### config.mk
export PLATFORM = sky130hd
export DESIGN_NAME = byte_vector_store_top
export DESIGN_NICKNAME = d
export VERILOG_FILES = /design/src/rtl/core/bvs_pkg.sv /design/src/rtl/core/byte_vector_store_top.sv /design/src/rtl/core/bvs_ctrl.sv /design/src/rtl/core/bvs_dpath.sv
export SDC_FILE = /design/constraint.sdc
export NUM_CORES = 1
export LEC_CHECK = 0
export BUFFER_PORTS_ARGS = -buffer_cell sky130_fd_sc_hd__buf_2
export CAP_MARGIN = 20
export CELL_PAD_IN_SITES_DETAIL_PLACEMENT = 1
export CELL_PAD_IN_SITES_GLOBAL_PLACEMENT = 1
export CORE_MARGIN = 8
export CORE_UTILIZATION = 44
export CTS_CLUSTER_DIAMETER = 120
export DETAILED_ROUTE_END_ITERATION = 10
export GPL_TIMING_DRIVEN = 0
export PLACE_DENSITY = 0.68
export SETUP_SLACK_MARGIN = 0.1
export SLEW_MARGIN = 30
export SYNTH_ARGS = -nofsm -noshare
export SYNTH_HDL_FRONTEND = slang
export SYNTH_SLANG_ARGS = --single-unit
export TNS_END_PERCENT = 20
### constraint.sdc
create_clock -name clock -period 4.2 [get_ports clock]
set_input_delay 0.84 -clock clock [delete_from_list [all_inputs] [get_ports clock]]
set_output_delay 0.84 -clock clock [all_outputs]
set_load 0.01 [all_outputs]
### src/rtl/core/bvs_pkg.sv
// ----------------------------------------------------------------------------
// Byte vector store package
// Shared sizes, operation and result codes, and the command and status
// groups that pass between the controller and the datapath.
// ----------------------------------------------------------------------------
package bvs_pkg;

   // Capacity of the store and the widths that follow from it.
   localparam int DEPTH  = 64;
   localparam int IDX_W  = 6;
   localparam int CNT_W  = 7;
   localparam int DATA_W = 8;
   localparam int POS_W  = 7;
   localparam int STS_W  = 2;

   // Position reported when a find does not succeed (minus one).
   localparam logic [POS_W-1:0] NO_POSITION = 7'h7F;

   // Requested operation.
   typedef enum logic [2:0] {
      OP_APPEND = 3'd0,
      OP_WRITE  = 3'd1,
      OP_READ   = 3'd2,
      OP_INSERT = 3'd3,
      OP_ERASE  = 3'd4,
      OP_POP    = 3'd5,
      OP_FIND   = 3'd6,
      OP_IGNORE = 3'd7
   } op_type;

   // Result status.
   typedef enum logic [STS_W-1:0] {
      STS_OK    = 2'd0,
      STS_RANGE = 2'd1,
      STS_FULL  = 2'd2,
      STS_MISS  = 2'd3
   } status_type;

   // Commands from the controller to the datapath.
   typedef struct packed {
      logic load;     // capture the request
      logic start;    // set up the walk pointer
      logic step;     // read one stored byte and move the pointer
      logic finish;   // commit the operation and register the result
   } cmd_type;

   // Status from the datapath to the controller.
   typedef struct packed {
      logic walk_needed;  // the operation has bytes to walk
      logic walk_last;    // the pointer is on the last byte of the walk
      logic found;        // a find has seen its first match
      logic rsp_busy;     // the result register is still held
   } sts_type;

endpackage

### src/rtl/core/byte_vector_store_top.sv
// ----------------------------------------------------------------------------
// Byte vector store top level
// A fixed-capacity byte array with a fill count supporting append, write,
// read, insert, erase, remove-last and find.
// ----------------------------------------------------------------------------
//
//   Channel   Direction  Handshake            Payload
//   req_      in         req_valid/req_stall  op, index, value
//   rsp_      out        rsp_valid/rsp_stall  status, read_data,
//                                             found_position, fill_count
//
// One request is processed at a time. Append, write, remove-last and rejected
// requests commit without walking the stored bytes; a read walks its one byte.
// Insert, erase and find walk the stored bytes through the single memory read
// port, one byte per cycle. A find stops at its first match.
// Reset clears the fill count and control state; the memory is not cleared.
// req_stall is high from a transfer until its result enters the output
// register; a result held by rsp_stall blocks only the commit of the next one.
module byte_vector_store_top
   import bvs_pkg::*;
(
   input  logic                    clock,
   input  logic                    reset,
   input  logic                    req_valid,
   output logic                    req_stall,
   input  logic [2:0]              req_op,
   input  logic [IDX_W-1:0]        req_index,
   input  logic [DATA_W-1:0]       req_value,
   output logic                    rsp_valid,
   input  logic                    rsp_stall,
   output logic [STS_W-1:0]        rsp_status,
   output logic [DATA_W-1:0]       rsp_read_data,
   output logic signed [POS_W-1:0] rsp_found_position,
   output logic [CNT_W-1:0]        rsp_fill_count
);

   cmd_type cmd;
   sts_type sts;

   // Operation sequencer.
   bvs_ctrl u_ctrl (
      .clock     (clock),
      .reset     (reset),
      .req_valid (req_valid),
      .req_stall (req_stall),
      .sts       (sts),
      .cmd       (cmd)
   );

   // Memory, counters and result register.
   bvs_dpath u_dpath (
      .clock              (clock),
      .reset              (reset),
      .req_op             (req_op),
      .req_index          (req_index),
      .req_value          (req_value),
      .cmd                (cmd),
      .sts                (sts),
      .rsp_valid          (rsp_valid),
      .rsp_stall          (rsp_stall),
      .rsp_status         (rsp_status),
      .rsp_read_data      (rsp_read_data),
      .rsp_found_position (rsp_found_position),
      .rsp_fill_count     (rsp_fill_count)
   );

endmodule

### src/rtl/core/bvs_ctrl.sv
// ----------------------------------------------------------------------------
// Byte vector store controller
// Sequences one request at a time: capture, set-up, walk over the stored
// bytes, drain the last read, and commit once the result register is free.
// ----------------------------------------------------------------------------
module bvs_ctrl
   import bvs_pkg::*;
(
   input  logic    clock,
   input  logic    reset,
   input  logic    req_valid,
   output logic    req_stall,
   input  sts_type sts,
   output cmd_type cmd
);

   typedef enum logic [4:0] {
      S_IDLE   = 5'b00001,
      S_START  = 5'b00010,
      S_WALK   = 5'b00100,
      S_DRAIN  = 5'b01000,
      S_FINISH = 5'b10000
   } state_type;

   state_type state_ff;
   state_type state_in;

   // Requests are taken only while no operation is in progress.
   assign req_stall = (state_ff != S_IDLE);

   // Next state and command decode.
   always_comb begin
      state_in = state_ff;
      cmd      = '0;
      case (state_ff)
         S_IDLE: begin
            if (req_valid) begin
               cmd.load = 1'b1;
               state_in = S_START;
            end
         end
         S_START: begin
            cmd.start = 1'b1;
            state_in  = sts.walk_needed ? S_WALK : S_FINISH;
         end
         S_WALK: begin
            // A find stops walking as soon as it has a match.
            if (sts.found) begin
               state_in = S_FINISH;
            end else begin
               cmd.step = 1'b1;
               if (sts.walk_last) begin
                  state_in = S_DRAIN;
               end
            end
         end
         S_DRAIN: begin
            state_in = S_FINISH;
         end
         S_FINISH: begin
            if (!sts.rsp_busy) begin
               cmd.finish = 1'b1;
               state_in   = S_IDLE;
            end
         end
         default: begin
            state_in = S_IDLE;
         end
      endcase
   end

   // State register.
   always_ff @(posedge clock) begin
      if (reset) begin
         state_ff <= S_IDLE;
      end else begin
         state_ff <= state_in;
      end
   end

endmodule

### src/rtl/core/bvs_dpath.sv
// ----------------------------------------------------------------------------
// Byte vector store datapath
// Holds the byte memory, the fill count, the walk pointer with its read
// pipeline, the find match and the registered result.
// ----------------------------------------------------------------------------
module bvs_dpath
   import bvs_pkg::*;
(
   input  logic                    clock,
   input  logic                    reset,
   input  logic [2:0]              req_op,
   input  logic [IDX_W-1:0]        req_index,
   input  logic [DATA_W-1:0]       req_value,
   input  cmd_type                 cmd,
   output sts_type                 sts,
   output logic                    rsp_valid,
   input  logic                    rsp_stall,
   output logic [STS_W-1:0]        rsp_status,
   output logic [DATA_W-1:0]       rsp_read_data,
   output logic signed [POS_W-1:0] rsp_found_position,
   output logic [CNT_W-1:0]        rsp_fill_count
);

   // Captured request.
   op_type            op_ff;
   logic [IDX_W-1:0]  index_ff;
   logic [DATA_W-1:0] value_ff;

   // Fill count and walk state.
   logic [CNT_W-1:0]  count_ff;
   logic [CNT_W-1:0]  count_in;
   logic [IDX_W-1:0]  ptr_ff;
   logic [IDX_W-1:0]  ptr_in;
   logic              rd_valid_ff;
   logic [IDX_W-1:0]  rd_addr_ff;
   logic              found_ff;
   logic [IDX_W-1:0]  found_pos_ff;

   // Byte memory with a registered read port.
   logic [DATA_W-1:0] store_ff [DEPTH];
   logic [DATA_W-1:0] rdata_ff;
   logic              mem_we;
   logic [IDX_W-1:0]  mem_waddr;
   logic [DATA_W-1:0] mem_wdata;

   // Result register.
   logic              rsp_valid_ff;
   logic              rsp_valid_in;
   status_type        rsp_status_ff;
   logic [DATA_W-1:0] rsp_read_data_ff;
   logic [POS_W-1:0]  rsp_pos_ff;
   logic [CNT_W-1:0]  rsp_count_ff;

   // Decoded checks on the captured request.
   logic [CNT_W-1:0]  idx_ext;
   logic              in_range;
   logic              full;
   logic [IDX_W-1:0]  last_idx;
   logic              hit;
   status_type        status;

   assign idx_ext  = {1'b0, index_ff};
   assign in_range = (idx_ext < count_ff);
   assign full     = (count_ff >= CNT_W'(DEPTH));
   assign last_idx = IDX_W'(count_ff - CNT_W'(1));
   assign hit      = rd_valid_ff && (op_ff == OP_FIND) && !found_ff
                     && (rdata_ff == value_ff);

   // Walk range and direction for each operation.
   always_comb begin
      sts.walk_needed = 1'b0;
      sts.walk_last   = 1'b1;
      ptr_in          = ptr_ff;
      case (op_ff)
         OP_READ: begin
            sts.walk_needed = in_range;
            if (cmd.start) ptr_in = index_ff;
         end
         OP_INSERT: begin
            // Shift upwards from the top byte down to the index.
            sts.walk_needed = in_range && !full;
            sts.walk_last   = (ptr_ff == index_ff);
            if (cmd.start) ptr_in = last_idx;
            else if (cmd.step) ptr_in = ptr_ff - IDX_W'(1);
         end
         OP_ERASE: begin
            // Shift downwards from just above the index to the top byte.
            sts.walk_needed = (idx_ext + CNT_W'(1)) < count_ff;
            sts.walk_last   = (ptr_ff == last_idx);
            if (cmd.start) ptr_in = index_ff + IDX_W'(1);
            else if (cmd.step) ptr_in = ptr_ff + IDX_W'(1);
         end
         OP_FIND: begin
            sts.walk_needed = (count_ff != '0);
            sts.walk_last   = (ptr_ff == last_idx);
            if (cmd.start) ptr_in = '0;
            else if (cmd.step) ptr_in = ptr_ff + IDX_W'(1);
         end
         default: begin
            sts.walk_needed = 1'b0;
         end
      endcase
      sts.found    = found_ff;
      sts.rsp_busy = rsp_valid_ff && rsp_stall;
   end

   // Memory write: a shift step from the read pipeline, or the final commit.
   always_comb begin
      mem_we    = 1'b0;
      mem_waddr = index_ff;
      mem_wdata = value_ff;
      if (rd_valid_ff && (op_ff == OP_INSERT)) begin
         mem_we    = 1'b1;
         mem_waddr = rd_addr_ff + IDX_W'(1);
         mem_wdata = rdata_ff;
      end else if (rd_valid_ff && (op_ff == OP_ERASE)) begin
         mem_we    = 1'b1;
         mem_waddr = rd_addr_ff - IDX_W'(1);
         mem_wdata = rdata_ff;
      end else if (cmd.finish) begin
         case (op_ff)
            OP_APPEND: begin
               mem_we    = !full;
               mem_waddr = count_ff[IDX_W-1:0];
            end
            OP_WRITE:  mem_we = in_range;
            OP_INSERT: mem_we = !(idx_ext > count_ff) && !full;
            default:   mem_we = 1'b0;
         endcase
      end
   end

   // Status and new fill count of the operation.
   always_comb begin
      status   = STS_OK;
      count_in = count_ff;
      case (op_ff)
         OP_APPEND: begin
            if (full) status = STS_FULL;
            else count_in = count_ff + CNT_W'(1);
         end
         OP_WRITE, OP_READ: begin
            if (!in_range) status = STS_RANGE;
         end
         OP_INSERT: begin
            if (idx_ext > count_ff) status = STS_RANGE;
            else if (full) status = STS_FULL;
            else count_in = count_ff + CNT_W'(1);
         end
         OP_ERASE: begin
            if (!in_range) status = STS_RANGE;
            else count_in = count_ff - CNT_W'(1);
         end
         OP_POP: begin
            if (count_ff == '0) status = STS_MISS;
            else count_in = count_ff - CNT_W'(1);
         end
         OP_FIND: begin
            if (!found_ff) status = STS_MISS;
         end
         default: begin
            status = STS_OK;
         end
      endcase
   end

   // Memory array and its registered read.
   always_ff @(posedge clock) begin
      if (mem_we) begin
         store_ff[mem_waddr] <= mem_wdata;
      end
      if (cmd.step) begin
         rdata_ff <= store_ff[ptr_ff];
      end
   end

   // Request capture, walk pointer and match position.
   always_ff @(posedge clock) begin
      if (cmd.load) begin
         op_ff    <= op_type'(req_op);
         index_ff <= req_index;
         value_ff <= req_value;
      end
      ptr_ff <= ptr_in;
      if (cmd.step) begin
         rd_addr_ff <= ptr_ff;
      end
      if (hit) begin
         found_pos_ff <= rd_addr_ff;
      end
   end

   // Control registers.
   always_ff @(posedge clock) begin
      if (reset) begin
         count_ff     <= '0;
         rd_valid_ff  <= 1'b0;
         found_ff     <= 1'b0;
         rsp_valid_ff <= 1'b0;
      end else begin
         if (cmd.finish) begin
            count_ff <= count_in;
         end
         rd_valid_ff <= cmd.step;
         if (cmd.load) begin
            found_ff <= 1'b0;
         end else if (hit) begin
            found_ff <= 1'b1;
         end
         rsp_valid_ff <= rsp_valid_in;
      end
   end

   // The result register is loaded on commit and held while stalled.
   assign rsp_valid_in = cmd.finish || (rsp_valid_ff && rsp_stall);

   always_ff @(posedge clock) begin
      if (cmd.finish) begin
         rsp_status_ff    <= status;
         rsp_read_data_ff <= ((op_ff == OP_READ) && in_range) ? rdata_ff : '0;
         rsp_pos_ff       <= ((op_ff == OP_FIND) && found_ff)
                             ? {1'b0, found_pos_ff} : NO_POSITION;
         rsp_count_ff     <= count_in;
      end
   end

   assign rsp_valid          = rsp_valid_ff;
   assign rsp_status         = rsp_status_ff;
   assign rsp_read_data      = rsp_read_data_ff;
   assign rsp_found_position = $signed(rsp_pos_ff);
   assign rsp_fill_count     = rsp_count_ff;

endmodule

==> results.sh, run 1 <==
export IMPL_place_gp_congestion=0.929
export IMPL_grt_max_degree=65
export IMPL_period_minus_slack_ns=4.04
export IMPL_die_h_um=256
export IMPL_ys_warn_count=0
export IMPL_io_pins=47
export IMPL_path_max_fanout=9
export IMPL_fin_crit_sh_pct=96.3
export IMPL_final_layout_size_suffix_gt1_share_pct=29.2
export IMPL_cts_tree="yes"
export IMPL_path_class="reg -> reg"
export IMPL_r2r_slack_ns=0.16
export IMPL_grt_pass1_wl_um=105000
export IMPL_die_area_sq_um=65400
export IMPL_postRouteAntennaNets=0
export IMPL_max_stage_delay_ns=0.47
export IMPL_wl_per_cell_um=29.7
export IMPL_slew_headroom_pct=30.9
export IMPL_cp_arrival_ns=4.32
export IMPL_routed_wl_um=70600
export IMPL_cts_hold_buffers=0
export IMPL_timing_fmax_mhz=247
export IMPL_grt_pass1_vias=15100
export IMPL_vdd_ir_drop_max_mv=0.374
export IMPL_yosysMostFrequentCell="edfxtp_1"
export IMPL_syn_num_nets=1464
export IMPL_final_nets=1602
export IMPL_via_per_inst=6.07
export IMPL_internal_power_mw=9.96
export IMPL_syn_cell_area_sq_um=25300
export IMPL_numCtsBuffers=59
export IMPL_overflow=0
export IMPL_syn2layout_area_growth_pct=16.0
export IMPL_cap_violations=0
export IMPL_ys_seq_area_share_pct=70.0
export IMPL_root_buffer="clkbuf_16"
export IMPL_total_power_mw=12.9
export IMPL_synth_async_reset_ratio_pct=0
export IMPL_portBuffers=45
export IMPL_ys_flop_type="edfxtp_1"
export IMPL_crit_chain="clkbuf_2 > inv_1 > ha_1 > a211o_1 > a21o_1 > o21a_1 > o311a_1 > buf_2 > or2_0 > buf_2 > nor3_4"
export IMPL_wirelength_met1_um=29700
export IMPL_dr_max_layer_used="met4"
export IMPL_hold_violations=0
export IMPL_yosysTopAreaCell="edfxtp_1"
export IMPL_clock_skew_ns=0.0418
export IMPL_setup_violations=0
export IMPL_synth_top_area_share_pct=68.8
export IMPL_worst_slew_pin_slew_ns=1.04
export IMPL_synth_edf_count=579
export IMPL_die_w_um=256
export IMPL_critPathCaptureType="flop"
export IMPL_vias=14400
export IMPL_route_met2_wl_um=33800
export IMPL_drt_pass1_iterations=5
export IMPL_hold_path_class="in -> reg"
export IMPL_grt_usage_pct=21.4
export IMPL_syn_avg_cell_area_sq_um=17.8
export IMPL_wl_met3_um=4930
export IMPL_cts_max_level=2
export IMPL_coreArea_sq_um=57300
export IMPL_swShare_pct=22.7
export IMPL_start_kind="flop"
export IMPL_cp_top_family="compound AO/OA/AOI/OAI gates"
export IMPL_power_frac_clock_pct=41.4
export IMPL_clkSinkCount=594
export IMPL_combPwrFrac_pct=7.6
export IMPL_rows=88
export IMPL_synthCells=1423
export IMPL_worstSkewPairLatency_ns=0.65
export IMPL_p_per_area_nw_per_um2=440
export IMPL_dp_hpwl_um=49000
export IMPL_leakage_nw=9.49
export IMPL_crit_buf_inv=4
export IMPL_cp_required_ns=4.48
export IMPL_clockBufferDepth=3
export IMPL_fin_util_pct=51.2
export IMPL_hold_depth=1
export IMPL_synth_common_cells="edfxtp_1, mux4_2, nand2_1, nor2_1, clkbuf_1"
export IMPL_first_iter_violations=1514
export IMPL_power_switching_mw=2.93
export IMPL_slowest_stage="nor3_4"
export IMPL_drv_slew=0
export IMPL_drc=0
export IMPL_rsz0062_at_grt="yes"
export IMPL_clk_pin_slew_ns=0.06
export IMPL_ys_ff_latch=594
export IMPL_yosys_top_cells_area="edfxtp_1, mux4_2, dfxtp_1, ha_1, nand2_1"
export IMPL_critical_path_cell_count=11
export IMPL_antenna_found_initial=1
export IMPL_start_util_pct=44.2
export IMPL_cpMostUsedCell="buf_2"
export IMPL_r2r_cells=11
export IMPL_yosysUniqueCellTypes=88
export IMPL_status="complete, no violations"
export IMPL_pwr_share_seq_pct=51.0
[cell type report]
| cell class | count | area (sq um) |
|---|---|---|
| Inverter | 23 | 87.6 |
| Antenna cell | 1 | 2.50 |
| Clock buffer | 67 | 1510 |
| Tap cell | 765 | 957 |
| Fill cell | 5295 | 27900 |
| Clock inverter | 41 | 447 |
| Sequential cell | 594 | 17700 |
| Multi-Input combinational cell | 721 | 7680 |
| Buffer | 85 | 402 |
| Timing Repair Buffer | 77 | 571 |
[through the flow]
step	cell area [sq um]	std cells	hold slack (ns)	TNS [ns]	setup slack (ns)
after floorplan	25300	1423	0.424	0	0.596
after global placement	26500	2233	0.438	-318.24	-0.967
after detailed placement	27000	2262	0.450	-138.71	-0.531
after CTS	29300	2373	0.353	0	0.0796
after global routing	29300	2373	0.352	0	0.0382
final	29300	2374	0.380	0	0.157
[sequential cells by signal, indices dropped and copies added, names as in the netlist]
register                    count
u_dpath.store_ff              512
u_dpath.rdata_ff                8
u_dpath.rsp_read_data           8
u_dpath.value_ff                8
u_dpath.count_ff                7
u_dpath.rsp_fill_count          7
u_dpath.rsp_found_position      7
u_dpath.found_pos_ff            6
u_dpath.index_ff                6
u_dpath.ptr_ff                  6
u_dpath.rd_addr_ff              6
u_ctrl.state_ff                 5
u_dpath.op_ff                   3
u_dpath.rsp_status              2
u_dpath.found_ff                1
u_dpath.rd_valid_ff             1
u_dpath.rsp_valid               1
[repair_timing]
action                                  CTS  global route
endpoints found under the setup margin  422           383
resized for setup                        55             4
buffers inserted                          3             0
pin swaps                                 5             0
[power by group through the flow]
stage / logic, mW / registers, mW / clock network (mW)
after floorplan: 0.587 / 6.69 / 0
after global placement: 0.910 / 6.71 / 0
after detailed placement: 0.965 / 6.70 / 0
after CTS: 0.979 / 6.57 / 5.42
after global routing: 1.04 / 6.57 / 5.62
final: 0.979 / 6.57 / 5.35
[cells by family after synthesis]
logic type	synth area share, %
AND/OR/NAND/NOR	6.94
adder cells (fa/ha/maj)	0.990
AO/OA/AOI/OAI	5.33
multiplexers	13.7
flip-flops	70.0
buffers and inverters	1.87
XOR/XNOR	1.18
[routing by layer]
metal | GRT usage, % | up-vias
met3 | 4.31 | 117
met1 | 29.1 | 7585
met2 | 34.7 | 602
met5 | 0 | -
li1 | - | 6106
met4 | 6.45 | 0
[worst register-to-register path: stages (launching register included)]
cell	delay (ns)
dfxtp_1	0.30
clkbuf_2	0.27
inv_1	0.24
ha_1	0.38
a211o_1	0.32
a21o_1	0.20
o21a_1	0.30
o311a_1	0.42
buf_2	0.25
or2_0	0.27
buf_2	0.26
nor3_4	0.48
[worst paths after layout]
kind                            start                       to
hold reg to reg     u_dpath.ptr_ff[5]    u_dpath.rd_addr_ff[5]
setup / recovery  u_dpath.count_ff[4]  u_dpath.store_ff[12][0]
hold / removal           req_value[1]      u_dpath.value_ff[1]
setup reg to reg  u_dpath.count_ff[4]  u_dpath.store_ff[12][0]
[cells in the final DEF, fill, tap and decap left out, types with 16 or more instances in the layout]
master	n
and2_1	28
nor2_1	33
a22oi_1	22
clkbuf_16	59
o21ai_0	18
mux4_2	144
buf_2	81
a211oi_1	22
ha_1	20
nand3_1	27
edfxtp_1	579
buf_4	18
nand2_1	52
inv_1	21
a21oi_1	43
xnor2_1	25
mux2i_1	22
nor3_4	26
clkbuf_1	47
clkinv_1	16
Note: power is estimated with default switching activity, not from simulation.
==> inputs of run 2 (changes only) <==
Settings changed: RECOVER_POWER from default to 50.
==> run 2 against run 1 <==
  * The run now ends with max-capacitance violations, max-slew violations left
  * Highest routed layer unchanged
  * Largest cell class unchanged
  * Global-route usage did not move
  * Sequential share of layout area is 0.42 points higher
  * Worst hold slack worse by 0.0016 ns
==> results.sh, run 2 (synthesis gave the netlist of run 1 again) <==
export IMPL_clk_pin_slew_ns=0.06
export IMPL_hold_violations=0
export IMPL_start_util_pct=44.2
export IMPL_first_iter_violations=1419
export IMPL_clockBufferDepth=3
export IMPL_vdd_ir_drop_max_mv=0.375
export IMPL_dp_hpwl_um=49000
export IMPL_fin_util_pct=50.9
export IMPL_wl_per_cell_um=29.8
export IMPL_leakage_nw=9.37
export IMPL_coreArea_sq_um=57300
export IMPL_die_w_um=256
export IMPL_overflow=0
export IMPL_rsz0062_at_grt="yes"
export IMPL_setup_violations=0
export IMPL_period_minus_slack_ns=4.06
export IMPL_cp_required_ns=4.48
export IMPL_hold_depth=1
export IMPL_r2r_cells=11
export IMPL_via_per_inst=6.06
export IMPL_syn2layout_area_growth_pct=15.2
export IMPL_root_buffer="clkbuf_16"
export IMPL_cap_violations=1
export IMPL_status="complete, but fails checks"
export IMPL_grt_pass1_wl_um=105000
export IMPL_cts_hold_buffers=0
export IMPL_fillers=5317
export IMPL_routed_wl_um=70700
export IMPL_worstSkewPairLatency_ns=0.65
export IMPL_fin_setup_tns_ns=0
export IMPL_grt_usage_pct=21.4
export IMPL_slew_headroom_pct=-26.9
export IMPL_min_to="u_dpath.value_ff[1]"
export IMPL_place_gp_congestion=0.929
export IMPL_path_max_fanout=9
export IMPL_worst_slew_pin_slew_ns=1.90
export IMPL_cts_max_level=2
export IMPL_rows=88
export IMPL_fin_crit_sh_pct=96.6
export IMPL_hold_start="req_value[1]"
export IMPL_mostFrequentLayoutCells="edfxtp_1, mux4_2, clkbuf_1"
export IMPL_drv_slew=19
export IMPL_cts_tree="yes"
export IMPL_io_pins=47
export IMPL_die_h_um=256
export IMPL_hold_path_class="in -> reg"
export IMPL_timing_rr_end="u_dpath.store_ff[12][0]"
export IMPL_antenna_found_initial=1
export IMPL_r2r_start="u_dpath.count_ff[4]"
export IMPL_drc=0
export IMPL_regMostFlops="u_dpath.store_ff"
export IMPL_numCtsBuffers=59
export IMPL_violations="max-capacitance violations, max-slew violations"
export IMPL_final_layout_size_suffix_gt1_share_pct=26.8
export IMPL_portBuffers=45
export IMPL_path_class="reg -> reg"
export IMPL_grt_max_degree=65
export IMPL_drt_pass1_iterations=5
export IMPL_final_common_cell="edfxtp_1"
export IMPL_final_nets=1602
export IMPL_die_area_sq_um=65400
export IMPL_postRouteAntennaNets=0
export IMPL_clkSinkCount=594
export IMPL_vias=14400
export IMPL_grt_pass1_vias=15100
export IMPL_r2r_slack_ns=0.14
export IMPL_timing_fmax_mhz=247
export IMPL_cp_arrival_ns=4.34
export IMPL_critPathCaptureType="flop"
export IMPL_start_kind="flop"
export IMPL_p_per_area_nw_per_um2=442
export IMPL_largest_register_ff_count=512
export IMPL_clock_skew_ns=0.0406
run 2: layout make-up:
class	count	area, sq um	share of cell area, %
Timing Repair Buffer	77	438	1.50
Multi-Input combinational cell	721	7610	26.1
Clock inverter	41	447	1.53
Inverter	23	87.6	0.301
Sequential cell	594	17700	60.7
Clock buffer	67	1510	5.17
Buffer	85	398	1.37
Antenna cell	1	2.50	0.00859
Tap cell	765	957	3.29
run 2: repair_timing:
| action | CTS | global route |
|---|---|---|
| buffers inserted | 3 | 0 |
| pin swaps | 5 | 0 |
| setup endpoints to repair | 422 | 383 |
| gates resized for setup | 55 | 4 |
run 2: how the worst max path moves through the flow:
stage	start	end	depth (start not counted)
floorplan	u_dpath.count_ff[4]	u_dpath.store_ff[29][0]	9
global placement	u_dpath.count_ff[4]	u_dpath.store_ff[17][5]	9
detailed placement	u_dpath.count_ff[4]	u_dpath.store_ff[5][3]	10
CTS	u_dpath.op_ff[0]	u_dpath.store_ff[41][4]	8
global route	u_dpath.count_ff[2]	u_dpath.store_ff[12][0]	11
finish	u_dpath.count_ff[4]	u_dpath.store_ff[12][0]	11
run 2: layer usage:
metal	part of all wire, %	vias up	GRT usage (%)
met4	3.1	0	6.45
met2	48	580	34.7
li1	-	6103	-
met1	42	7586	29.1
met3	7.0	123	4.31
met5	0	-	0
run 2: through the flow:
| stage | hold slack, ns | worst slack [ns] | total power, mW | cells | cell area [sq um] |
|---|---|---|---|---|---|
| after global placement | 0.438 | -0.967 | 7.62 | 2233 | 26500 |
| after global routing | 0.352 | 0.0442 | 13.2 | 2373 | 29100 |
| after detailed placement | 0.450 | -0.531 | 7.66 | 2262 | 27000 |
| after CTS | 0.353 | 0.0796 | 13.0 | 2373 | 29300 |
| final | 0.378 | 0.144 | 12.9 | 2374 | 29100 |
| after floorplan | 0.424 | 0.596 | 7.28 | 1423 | 25300 |
run 2: report_power, final:
part	switching, mW	leakage (nW)	internal [mW]
registers	0.0252	5.30	6.56
clock network	2.28	0.956	3.07
logic	0.628	3.11	0.329
run 2: worst max-delay path: stages (launching register included):
cell and delay [ns]:
dfxtp_1 0.30, clkbuf_2 0.27, inv_1 0.24, ha_1 0.38
a211o_1 0.33, a21o_1 0.20, o21a_1 0.30, o311a_1 0.43
buf_2 0.26, or2_0 0.27, buf_2 0.26, nor3_4 0.46
